$ cat config.mk
export PLATFORM = sky130hd
export DESIGN_NAME = wheel_speed_accel_telemetry_unit
export DESIGN_NICKNAME = d
export VERILOG_FILES = /design/src/sv/wsat_pkg.sv /design/src/sv/wheel_speed_accel_telemetry_unit.sv /design/src/sv/wsat_mul.sv /design/src/sv/wsat_ctrl.sv
export SDC_FILE = /design/constraint.sdc
export NUM_CORES = 2
export LEC_CHECK = 0
export ABC_AREA = 1
export BUFFER_PORTS_ARGS = -buffer_cell sky130_fd_sc_hd__buf_2
export CAP_MARGIN = 10
export CORE_MARGIN = 10
export CORE_UTILIZATION = 60
export CTS_CLUSTER_SIZE = 28
export DETAILED_ROUTE_END_ITERATION = 6
export GPL_TIMING_DRIVEN = 0
export PLACE_DENSITY = 0.77
export SETUP_SLACK_MARGIN = 0.2
export SLEW_MARGIN = 20
export SYNTH_ARGS = -nofsm -noshare
export SYNTH_HDL_FRONTEND = slang
export SYNTH_SLANG_ARGS = --single-unit
export TNS_END_PERCENT = 50
$ cat constraint.sdc
create_clock -name clk -period 21 [get_ports clk]
set_clock_uncertainty 0.1 [all_clocks]
set_input_delay 4.2 -clock clk [delete_from_list [all_inputs] [get_ports clk]]
set_output_delay 4.2 -clock clk [all_outputs]
set_load 0.1 [all_outputs]
$ cat src/sv/wsat_pkg.sv
`timescale 1ns / 1ps
// ----------------------------------------------------------------------------
// wsat_pkg
// Shared constants, types and rounding helpers of the wheel speed and
// acceleration telemetry unit.
// ----------------------------------------------------------------------------
package wsat_pkg;

    // record period and fixed-point scale factors
    localparam int unsigned PERIOD_MS   = 20;
    localparam int unsigned HALF_PERIOD = PERIOD_MS / 2;
    localparam int unsigned MS_PER_S    = 1000;
    localparam int unsigned SPEED_K     = 1784358;  // 8 * 65 * pi / 60 in Q16
    localparam int unsigned ALPHA_Q16   = 13107;    // 0.2 in Q16

    // floor((2^32 - 1) / period): quotient estimate is low by at most one
    localparam logic [31:0] DIV_RECIP = 32'(64'd4294967295 / 64'(PERIOD_MS));

    localparam int MUL_W = 33;
    localparam int SPD_W = 22;
    localparam int SUM_W = 17;

    typedef logic signed [MUL_W-1:0]   mul_op_t;
    typedef logic signed [2*MUL_W-1:0] mul_prod_t;
    typedef logic signed [SPD_W-1:0]   speed_t;
    typedef logic signed [SUM_W-1:0]   wsum_t;

    typedef enum logic [1:0] {
        PHASE_STOPPED  = 2'd0,
        PHASE_STRAIGHT = 2'd1,
        PHASE_TURNING  = 2'd2
    } phase_t;

    // each product state issues one product, which the state after it takes
    typedef enum logic [3:0] {
        ST_IDLE,
        ST_TK,
        ST_MK,
        ST_DREC,
        ST_T1K,
        ST_DQP,
        ST_M1K,
        ST_TREC,
        ST_MREC,
        ST_TQP,
        ST_MQP,
        ST_FWAIT,
        ST_FILT,
        ST_FDONE,
        ST_EMIT
    } state_t;

    typedef struct packed {
        state_t state;
        logic   in_ready;
        logic   out_load;
    } ctrl_t;

    // v / 2^16, round half away from zero
    function automatic logic signed [32:0] shr16_rnd(input logic signed [47:0] v);
        logic        neg;
        logic [47:0] mag;
        logic [47:0] m;
        begin
            neg = v[47];
            mag = neg ? 48'(-v) : 48'(v);
            m   = (mag + 48'd32768) >> 16;
            return neg ? 33'(-m) : 33'(m);
        end
    endfunction

    function automatic logic signed [31:0] sat32(input logic signed [33:0] v);
        begin
            if (v > 34'sd2147483647)
                return 32'h7fffffff;
            else if (v < -34'sd2147483648)
                return 32'h80000000;
            else
                return 32'(v);
        end
    endfunction

    // sign and magnitude to int32 with saturation
    function automatic logic signed [31:0] sat_mag(input logic neg, input logic [32:0] mag);
        begin
            if (neg)
                return (mag > 33'h080000000) ? 32'h80000000 : 32'(-mag);
            else
                return (mag > 33'h07fffffff) ? 32'h7fffffff : 32'(mag);
        end
    endfunction

    // q.8 value to rounded, saturated int16
    function automatic logic signed [15:0] out16(input logic signed [31:0] q8);
        logic        neg;
        logic [32:0] mag;
        logic [32:0] m;
        begin
            neg = q8[31];
            mag = neg ? 33'(-(33'(q8))) : 33'(q8);
            m   = (mag + 33'd128) >> 8;
            if (neg)
                return (m > 33'd32768) ? 16'sh8000 : 16'(-m);
            else
                return (m > 33'd32767) ? 16'sh7fff : 16'(m);
        end
    endfunction

endpackage

$ cat src/sv/wheel_speed_accel_telemetry_unit.sv
`timescale 1ns / 1ps
// ----------------------------------------------------------------------------
// wheel_speed_accel_telemetry_unit
// Periodic speed and acceleration record from wheel rpm polls.
// ----------------------------------------------------------------------------
//  channel  | handshake           | payload
//  ---------+---------------------+---------------------------------------------
//  in       | in_valid / in_ready | now_ms, wheel target and measured rpm, status
//  out      | out_valid/out_ready | sequence, stamp, phase, speeds, accels, flags
//
//  a poll before the deadline is taken in the idle state and gives no record
//  a poll that gives a record runs through accept, 11 products on the one
//  shared 33x33 multiplier, two waits around the filter product, and the load
//  in_ready is high only while the sequencer is idle
//  a record waits in the output register; a stalled output holds the
//  sequencer in its last step until the register frees
//  reset clears all history; no clearing pass
// ----------------------------------------------------------------------------
module wheel_speed_accel_telemetry_unit (
    input  logic               clk,
    input  logic               rst_n,
    input  logic               in_valid,
    output logic               in_ready,
    input  logic [31:0]        now_ms,
    input  logic signed [15:0] left_target_rpm,
    input  logic signed [15:0] right_target_rpm,
    input  logic signed [15:0] left_measured_rpm,
    input  logic signed [15:0] right_measured_rpm,
    input  logic               running,
    input  logic               turning,
    input  logic               line_detected,
    input  logic               finished,
    input  logic               emergency_stop,
    output logic               out_valid,
    input  logic               out_ready,
    output logic [7:0]         sequence_res,
    output logic [31:0]        stamp_ms,
    output logic [1:0]         drive_phase,
    output logic signed [15:0] speed_target_mm_s,
    output logic signed [15:0] speed_measured_mm_s,
    output logic signed [15:0] accel_target_mm_s2,
    output logic signed [15:0] accel_measured_mm_s2,
    output logic [5:0]         status_flags
);
    import wsat_pkg::*;

    ctrl_t     ctrl;
    logic      out_free;
    logic      emit;
    logic      in_xfer;
    logic [31:0] deadline_eff;
    logic [31:0] d_full;

    // history
    logic        started_reg;
    logic [31:0] deadline_reg;
    logic [7:0]  count_reg;
    logic        have_prev_reg;
    logic        was_running_reg;
    speed_t      prev_t_reg;
    speed_t      prev_m_reg;
    logic signed [31:0] f_reg;

    // captured poll
    logic [31:0] now_reg;
    logic        run_reg;
    logic        turn_reg;
    logic        line_reg;
    logic        fin_reg;
    logic        estop_reg;
    wsum_t       tsum_reg;
    wsum_t       msum_reg;
    logic [30:0] d_reg;

    // work registers
    speed_t      tspd_reg;
    speed_t      mspd_reg;
    logic        tneg_reg;
    logic        mneg_reg;
    logic [30:0] dq_reg;
    logic [31:0] tm_reg;
    logic [31:0] mm_reg;
    logic [31:0] tq_reg;
    logic [31:0] mq_reg;
    logic signed [31:0] traw_reg;
    logic signed [31:0] mraw_reg;
    logic        acc_valid_reg;

    // output register
    logic        out_valid_reg;
    logic [7:0]  sequence_res_reg;
    logic [31:0] stamp_ms_reg;
    phase_t      drive_phase_reg;
    logic signed [15:0] speed_target_reg;
    logic signed [15:0] speed_measured_reg;
    logic signed [15:0] accel_target_reg;
    logic signed [15:0] accel_measured_reg;
    logic [5:0]  status_flags_reg;

    // shared multiplier
    mul_op_t   mul_a;
    mul_op_t   mul_b;
    mul_prod_t prod_reg;

    // datapath around the product
    logic signed [22:0] dt_spd;
    logic [21:0]        dt_mag;
    logic signed [32:0] rnd_val;
    logic [31:0]        r_d;
    logic [31:0]        r_d_fix;
    logic [31:0]        deadline_new;
    logic [31:0]        acc_m;
    logic [31:0]        acc_q;
    logic               acc_neg;
    logic [31:0]        r_a;
    logic [32:0]        q_fix;
    logic signed [31:0] raw_acc;
    logic signed [32:0] f_diff;
    logic signed [33:0] f_sum;
    logic signed [31:0] f_new;

    assign in_ready = ctrl.in_ready;
    assign in_xfer  = in_valid && ctrl.in_ready;
    assign out_free = !out_valid_reg || out_ready;

    assign deadline_eff = started_reg ? deadline_reg : now_ms;
    assign d_full       = now_ms - deadline_eff;
    assign emit         = !d_full[31];

    wsat_ctrl u_ctrl (
        .clk      (clk),
        .rst_n    (rst_n),
        .in_valid (in_valid),
        .emit     (emit),
        .out_free (out_free),
        .ctrl     (ctrl)
    );

    wsat_mul u_mul (
        .clk      (clk),
        .a        (mul_a),
        .b        (mul_b),
        .prod_reg (prod_reg)
    );

    // speed difference against the previous record
    always_comb
    begin
        if (ctrl.state == ST_T1K)
            dt_spd = 23'(tspd_reg) - 23'(prev_t_reg);
        else
            dt_spd = 23'(mspd_reg) - 23'(prev_m_reg);
        dt_mag = dt_spd[22] ? 22'(-dt_spd) : 22'(dt_spd);
    end

    always_comb
    begin
        mul_a = '0;
        mul_b = '0;
        case (ctrl.state)
            ST_TK:
            begin
                mul_a = mul_op_t'(tsum_reg);
                mul_b = mul_op_t'(SPEED_K);
            end
            ST_MK:
            begin
                mul_a = mul_op_t'(msum_reg);
                mul_b = mul_op_t'(SPEED_K);
            end
            ST_DREC:
            begin
                mul_a = mul_op_t'({1'b0, d_reg});
                mul_b = mul_op_t'({1'b0, DIV_RECIP});
            end
            ST_T1K, ST_M1K:
            begin
                mul_a = mul_op_t'({1'b0, dt_mag});
                mul_b = mul_op_t'(MS_PER_S);
            end
            ST_DQP:
            begin
                mul_a = mul_op_t'({1'b0, dq_reg});
                mul_b = mul_op_t'(PERIOD_MS);
            end
            ST_TREC:
            begin
                mul_a = mul_op_t'({1'b0, tm_reg});
                mul_b = mul_op_t'({1'b0, DIV_RECIP});
            end
            ST_MREC:
            begin
                mul_a = mul_op_t'({1'b0, mm_reg});
                mul_b = mul_op_t'({1'b0, DIV_RECIP});
            end
            ST_TQP:
            begin
                mul_a = mul_op_t'({1'b0, tq_reg});
                mul_b = mul_op_t'(PERIOD_MS);
            end
            ST_MQP:
            begin
                mul_a = mul_op_t'({1'b0, mq_reg});
                mul_b = mul_op_t'(PERIOD_MS);
            end
            ST_FILT:
            begin
                mul_a = f_diff;
                mul_b = mul_op_t'(ALPHA_Q16);
            end
            default:
            begin
                mul_a = '0;
                mul_b = '0;
            end
        endcase
    end

    always_comb
    begin
        rnd_val = shr16_rnd(prod_reg[47:0]);

        // remainder of the deadline gap, one correction step
        r_d          = {1'b0, d_reg} - prod_reg[31:0];
        r_d_fix      = (r_d >= 32'(PERIOD_MS)) ? r_d - 32'(PERIOD_MS) : r_d;
        deadline_new = now_reg + 32'(PERIOD_MS) - r_d_fix;

        // rounded quotient of the scaled speed step, one correction step
        if (ctrl.state == ST_MQP)
        begin
            acc_m   = tm_reg;
            acc_q   = tq_reg;
            acc_neg = tneg_reg;
        end
        else
        begin
            acc_m   = mm_reg;
            acc_q   = mq_reg;
            acc_neg = mneg_reg;
        end
        r_a     = acc_m - prod_reg[31:0];
        q_fix   = {1'b0, acc_q} + 33'(r_a >= 32'(PERIOD_MS));
        raw_acc = sat_mag(acc_neg, q_fix);

        f_diff = 33'(mraw_reg) - 33'(f_reg);
        f_sum  = 34'(f_reg) + 34'(rnd_val);
        f_new  = sat32(f_sum);
    end

    // history and control
    always_ff @(posedge clk or negedge rst_n)
    begin
        if (!rst_n)
        begin
            started_reg     <= 1'b0;
            deadline_reg    <= '0;
            count_reg       <= '0;
            have_prev_reg   <= 1'b0;
            was_running_reg <= 1'b0;
            prev_t_reg      <= '0;
            prev_m_reg      <= '0;
            f_reg           <= '0;
            out_valid_reg   <= 1'b0;
        end
        else
        begin
            if (in_xfer)
            begin
                started_reg <= 1'b1;
                if (!started_reg)
                    deadline_reg <= now_ms;
                // filter history restarts when running starts
                if (emit && running && !was_running_reg)
                begin
                    have_prev_reg <= 1'b0;
                    f_reg         <= '0;
                end
            end
            if (ctrl.state == ST_M1K)
                deadline_reg <= deadline_new;
            if (ctrl.state == ST_FDONE)
                f_reg <= have_prev_reg ? f_new : '0;
            if (ctrl.out_load)
            begin
                prev_t_reg      <= tspd_reg;
                prev_m_reg      <= mspd_reg;
                was_running_reg <= run_reg;
                have_prev_reg   <= 1'b1;
                count_reg       <= count_reg + 8'd1;
            end
            if (ctrl.out_load)
                out_valid_reg <= 1'b1;
            else if (out_ready)
                out_valid_reg <= 1'b0;
        end
    end

    // poll capture and work registers
    always_ff @(posedge clk)
    begin
        if (in_xfer)
        begin
            now_reg   <= now_ms;
            run_reg   <= running;
            turn_reg  <= turning;
            line_reg  <= line_detected;
            fin_reg   <= finished;
            estop_reg <= emergency_stop;
            tsum_reg  <= running ? wsum_t'(left_target_rpm) + wsum_t'(right_target_rpm) : '0;
            msum_reg  <= wsum_t'(left_measured_rpm) + wsum_t'(right_measured_rpm);
            d_reg     <= d_full[30:0];
        end
        case (ctrl.state)
            ST_MK:    tspd_reg <= speed_t'(rnd_val);
            ST_DREC:  mspd_reg <= speed_t'(rnd_val);
            ST_T1K:
            begin
                dq_reg   <= prod_reg[62:32];
                tneg_reg <= dt_spd[22];
            end
            ST_DQP:   tm_reg <= prod_reg[31:0] + 32'(HALF_PERIOD);
            ST_M1K:   mneg_reg <= dt_spd[22];
            ST_TREC:  mm_reg <= prod_reg[31:0] + 32'(HALF_PERIOD);
            ST_MREC:  tq_reg <= prod_reg[63:32];
            ST_TQP:   mq_reg <= prod_reg[63:32];
            ST_MQP:   traw_reg <= raw_acc;
            ST_FWAIT: mraw_reg <= raw_acc;
            ST_FDONE: acc_valid_reg <= have_prev_reg;
            default:
            begin
            end
        endcase
    end

    // output register
    always_ff @(posedge clk)
    begin
        if (ctrl.out_load)
        begin
            sequence_res_reg   <= count_reg;
            stamp_ms_reg       <= now_reg;
            drive_phase_reg    <= !run_reg ? PHASE_STOPPED :
                                  (turn_reg ? PHASE_TURNING : PHASE_STRAIGHT);
            speed_target_reg   <= out16(32'(tspd_reg));
            speed_measured_reg <= out16(32'(mspd_reg));
            accel_target_reg   <= acc_valid_reg ? out16(traw_reg) : '0;
            accel_measured_reg <= acc_valid_reg ? out16(f_reg) : '0;
            status_flags_reg   <= {acc_valid_reg, estop_reg, fin_reg,
                                   line_reg && run_reg, run_reg, 1'b1};
        end
    end

    assign out_valid            = out_valid_reg;
    assign sequence_res         = sequence_res_reg;
    assign stamp_ms             = stamp_ms_reg;
    assign drive_phase          = drive_phase_reg;
    assign speed_target_mm_s    = speed_target_reg;
    assign speed_measured_mm_s  = speed_measured_reg;
    assign accel_target_mm_s2   = accel_target_reg;
    assign accel_measured_mm_s2 = accel_measured_reg;
    assign status_flags         = status_flags_reg;

    // a poll at or past the deadline starts the product sequence
    a_emit_starts: assert property (@(posedge clk) disable iff (!rst_n)
        (in_xfer && emit) |=> (ctrl.state == ST_TK))
        else $error("record poll did not start the sequence");

    a_load_valid: assert property (@(posedge clk) disable iff (!rst_n)
        ctrl.out_load |=> out_valid)
        else $error("loaded record not presented");

    // the advanced deadline lies within one period past the poll time
    a_deadline_ahead: assert property (@(posedge clk) disable iff (!rst_n)
        (ctrl.state == ST_M1K) |=>
        ((deadline_reg - now_reg) != 32'd0 && (deadline_reg - now_reg) <= 32'(PERIOD_MS)))
        else $error("deadline not advanced past poll time");

    a_invalid_accel_zero: assert property (@(posedge clk) disable iff (!rst_n)
        (out_valid && !status_flags[5]) |->
        (accel_target_mm_s2 == 16'sd0 && accel_measured_mm_s2 == 16'sd0 && status_flags[0]))
        else $error("invalid acceleration not zero");

endmodule

$ cat src/sv/wsat_mul.sv
`timescale 1ns / 1ps
// ----------------------------------------------------------------------------
// wsat_mul
// Shared signed multiplier with a registered product.
// ----------------------------------------------------------------------------
module wsat_mul (
    input  logic                clk,
    input  wsat_pkg::mul_op_t   a,
    input  wsat_pkg::mul_op_t   b,
    output wsat_pkg::mul_prod_t prod_reg
);
    import wsat_pkg::*;

    mul_prod_t prod_next;

    assign prod_next = mul_prod_t'(a) * mul_prod_t'(b);

    always_ff @(posedge clk)
    begin
        prod_reg <= prod_next;
    end

endmodule

$ cat src/sv/wsat_ctrl.sv
`timescale 1ns / 1ps
// ----------------------------------------------------------------------------
// wsat_ctrl
// Sequencer that walks one record through the shared multiplier.
// ----------------------------------------------------------------------------
module wsat_ctrl (
    input  logic            clk,
    input  logic            rst_n,
    input  logic            in_valid,
    input  logic            emit,
    input  logic            out_free,
    output wsat_pkg::ctrl_t ctrl
);
    import wsat_pkg::*;

    state_t state_reg;
    state_t state_next;

    always_ff @(posedge clk or negedge rst_n)
    begin
        if (!rst_n)
            state_reg <= ST_IDLE;
        else
            state_reg <= state_next;
    end

    always_comb
    begin
        state_next    = state_reg;
        ctrl.state    = state_reg;
        ctrl.in_ready = 1'b0;
        ctrl.out_load = 1'b0;
        case (state_reg)
            ST_IDLE:
            begin
                ctrl.in_ready = 1'b1;
                // a poll before the deadline is taken and dropped
                if (in_valid && emit)
                    state_next = ST_TK;
            end
            ST_TK:    state_next = ST_MK;
            ST_MK:    state_next = ST_DREC;
            ST_DREC:  state_next = ST_T1K;
            ST_T1K:   state_next = ST_DQP;
            ST_DQP:   state_next = ST_M1K;
            ST_M1K:   state_next = ST_TREC;
            ST_TREC:  state_next = ST_MREC;
            ST_MREC:  state_next = ST_TQP;
            ST_TQP:   state_next = ST_MQP;
            ST_MQP:   state_next = ST_FWAIT;
            ST_FWAIT: state_next = ST_FILT;
            ST_FILT:  state_next = ST_FDONE;
            ST_FDONE: state_next = ST_EMIT;
            ST_EMIT:
            begin
                if (out_free)
                begin
                    ctrl.out_load = 1'b1;
                    state_next    = ST_IDLE;
                end
            end
            default:  state_next = ST_IDLE;
        endcase
    end

endmodule
==> results.py <==
metrics = {
    "die": {
        "rows": 134,
        "die_h_um": 386,
        "die-area_mm2": 0.149,
        "initial_core_util_pct": 60.3,
        "fp.coreArea_mm2": 0.133,
        "die_w_um": 386,
        "pin_count": 219,
    },
    "global_route": {
        "grt_pass1_wl_mm": 430,
        "overflow": 0,
        "grt_pass1_vias": 71627,
        "grt_max_degree": 88,
        "grt_antenna_before_repair": 7,
        "gr-usage-all-layers_pct": 38.1,
    },
    "timing": {
        "period_minus_slack_ns": 13.48,
        "fin_setup_tns_ns": 0,
        "maxSlewHeadroom_pct": 14.2,
        "rsz0062_at_grt": "no",
        "setup_viol": 0,
        "tightest_slew_ns": 1.29,
        "max_freq_mhz": 74.2,
        "final-max-slew-violation-count": 0,
        "hold_viol": 0,
        "post-route-period-util_pct": 64.2,
    },
    "route": {
        "antenna_left": 0,
        "avgRoutedWirePerCell_um": 22.8,
        "dr.pass1.iters": 7,
        "drt-initial-drc-count": 8582,
        "route.detailed.drc": 0,
        "vias": 73282,
        "viasPerCell": 5.87,
        "wirelength_mm": 285,
    },
    "synthesis": {
        "yosysSeqAreaShare_pct": 23.3,
        "ys_top_cells_by_area": "fa_1, edfxtp_1, nand2_1",
        "avgSynthCellArea_um2": 7.81,
        "async_flop_share_pct": 18.7,
        "synth-edff-count": 478,
        "ys_warn_count": 0,
        "synth_ff_type": "edfxtp_1",
        "synth_top_area_share_pct": 21.3,
        "synth-seq-cells": 664,
        "syn_inst": 10300,
        "ys_types": 66,
        "syn_area_mm2": 0.0804,
        "yosys.area.top_type": "fa_1",
    },
    "setup_path": {
        "timing.rr.start": "mspd_reg[0]",
        "cp.arrival_ns": 13.98,
        "critPathMaxFanout": 10,
        "startpoint": "mspd_reg[0]",
        "r2r_cells": 51,
        "r2r_end": "u_mul.prod_reg[56]",
        "crit_top_cell": "nand2_1",
        "worstSetupEndpoint": "u_mul.prod_reg[56]",
        "endpoint_kind": "register",
        "cpMaxStageDelayCell": "o21ai_0",
        "rrSetupSlack_ns": 7.52,
        "cp-start-kind": "register",
        "critPathMaxStageDelay_ns": 0.99,
        "critPathRequiredTime_ns": 21.50,
        "path_class": "reg -> reg",
    },
    "run_status": {
        "status": "complete, no violations",
    },
    "placed_design": {
        "portBuffers": 217,
        "place_congestion": 1.09,
        "hpwl_mm": 241,
    },
    "clocking": {
        "clkLatencyLatePin_ns": 0.73,
        "htree_levels": 3,
        "cts_setup_buffers": 0,
        "clockBufferDepth": 3,
        "cts_tree": "done",
        "root_buffer": "clkbuf_16",
        "clk_pin_slew_ns": 0.06,
        "postCtsHoldBufs": 0,
        "cts_buffers": 77,
        "cts_resized": 0,
        "cts.sinks": 664,
    },
    "min_path": {
        "hp-class": "reg -> reg",
        "hold_depth": 0,
    },
    "finish": {
        "largest_reg_flops": 62,
        "syn_to_final_growth_pct": 8.27,
        "drive_gt1_share_pct": 5.37,
        "nets": 12168,
    },
    "flow_run": {
        "cap_viol_max_count": 0,
    },
}
-- worst min-delay path by stage --
stage                           from         endpoint  slack [ns]
final                        fin_reg  status_flags[3]        0.34
after global routing         fin_reg  status_flags[3]        0.35
after CTS                 now_reg[0]      stamp_ms[0]        0.34
after detailed placement  now_reg[0]      stamp_ms[0]        0.33
after global placement       fin_reg  status_flags[3]        0.30
after floorplan              fin_reg  status_flags[3]        0.30
-- metrics by stage --
| step | instance area (um2) | std cells | hold WS, ns | util [%] | worst slack [ns] |
|---|---|---|---|---|---|
| CTS | 87000 | 12471 | 0.344 | 65.3 | 8.13 |
| finish | 87100 | 12475 | 0.343 | 65.3 | 7.52 |
| global placement | 83800 | 12306 | 0.301 | 62.9 | 6.26 |
| detailed placement | 84300 | 12327 | 0.335 | 63.2 | 8.23 |
| global route | 87100 | 12471 | 0.354 | 65.3 | 7.27 |
| floorplan | 80500 | 10321 | 0.300 | - | 10.59 |
-- per-layer routing --
metal / global-route usage (%) / routed length [um] / vias to the layer above
li1: - / - / 33353
met1: 49.4 / 109000 / 35045
met2: 59.2 / 125000 / 4009
met3: 8.49 / 30500 / 863
met4: 20.7 / 19300 / 12
met5: 0 / 87 / -
-- placed cells by master (no fill, tap or decap), types with 39 or more instances in the layout --
cell type,synthesis,routed
nor2_1,938,928
inv_1,2126,2125
buf_2,11,234
nand4_1,180,180
nand3_1,576,575
a31oi_1,46,45
xor2_1,290,290
dfxtp_1,62,62
xnor2_1,106,106
ha_1,570,570
clkbuf_1,114,118
nand3b_1,39,39
nand2_1,2225,2224
o21ai_0,466,460
edfxtp_1,478,478
dfrtp_1,124,124
or2_2,40,40
a21oi_1,460,460
fa_1,855,855
nor3_1,98,97
clkbuf_16,0,79
-- layout make-up --
cell class | instances | area [um2]
Multi-Input combinational cell | 7340 | 53100
Fill cell | 11665 | 46200
Sequential cell | 664 | 18700
Inverter | 2156 | 8100
Tap cell | 1768 | 2210
Clock buffer | 90 | 2040
Timing Repair Buffer | 238 | 1450
Clock inverter | 54 | 732
Buffer | 161 | 712
Antenna cell | 4 | 10.0
-- critical path, delay by kind of cell (launching register included) --
kind	cells	cell delay, ns
and+or+nand+nor	21	3.63
adders and majority gates	11	5.15
buffers and inverters	12	1.75
AOI/OAI and AO/OA	6	2.05
xor gates and xnor gates	1	0.25
DFF	1	0.40
-- kinds of logic after synthesis --
kind of cell / count (synthesis) / synth area share [%]
multiplexers: 10 / 0.124
buffers and inverters: 2317 / 10.9
adder cells (fa/ha/maj): 1425 / 30.2
XOR/XNOR: 400 / 4.41
AO/OA/AOI/OAI: 1248 / 8.77
flip-flops: 664 / 23.3
AND/OR/NAND/NOR: 4234 / 22.3
other: 2 / 0.00934
-- cells in the mapped netlist, types with 10 or more instances --
cell / number
nand4_1: 180
a21oi_1: 460
a21o_1: 15
nand2_1: 2225
nand3_1: 576
edfxtp_1: 478
a221oi_1: 26
and2_1: 13
clkinv_1: 10
nor2_2: 27
xnor2_1: 106
nor2_4: 18
nand2_2: 15
or2_2: 40
buf_2: 11
clkbuf_1: 114
o21ai_1: 28
fa_1: 855
a31oi_1: 46
o21a_1: 32
o211ai_1: 24
dfrtp_1: 124
dfxtp_1: 62
o2111ai_1: 10
o221ai_1: 26
ha_1: 570
inv_1: 2126
nor3_1: 98
o22ai_1: 12
buf_1: 22
nand3b_1: 39
o21ai_0: 466
a21boi_0: 11
mux2i_1: 10
nor2_1: 938
o21bai_1: 38
xor2_1: 290
inv_2: 19
nor4_1: 39
a22o_1: 16
Power is left out: the tool's default activity adds up to more than one toggle a clock period on the data nets, which glitch-free logic cannot reach.
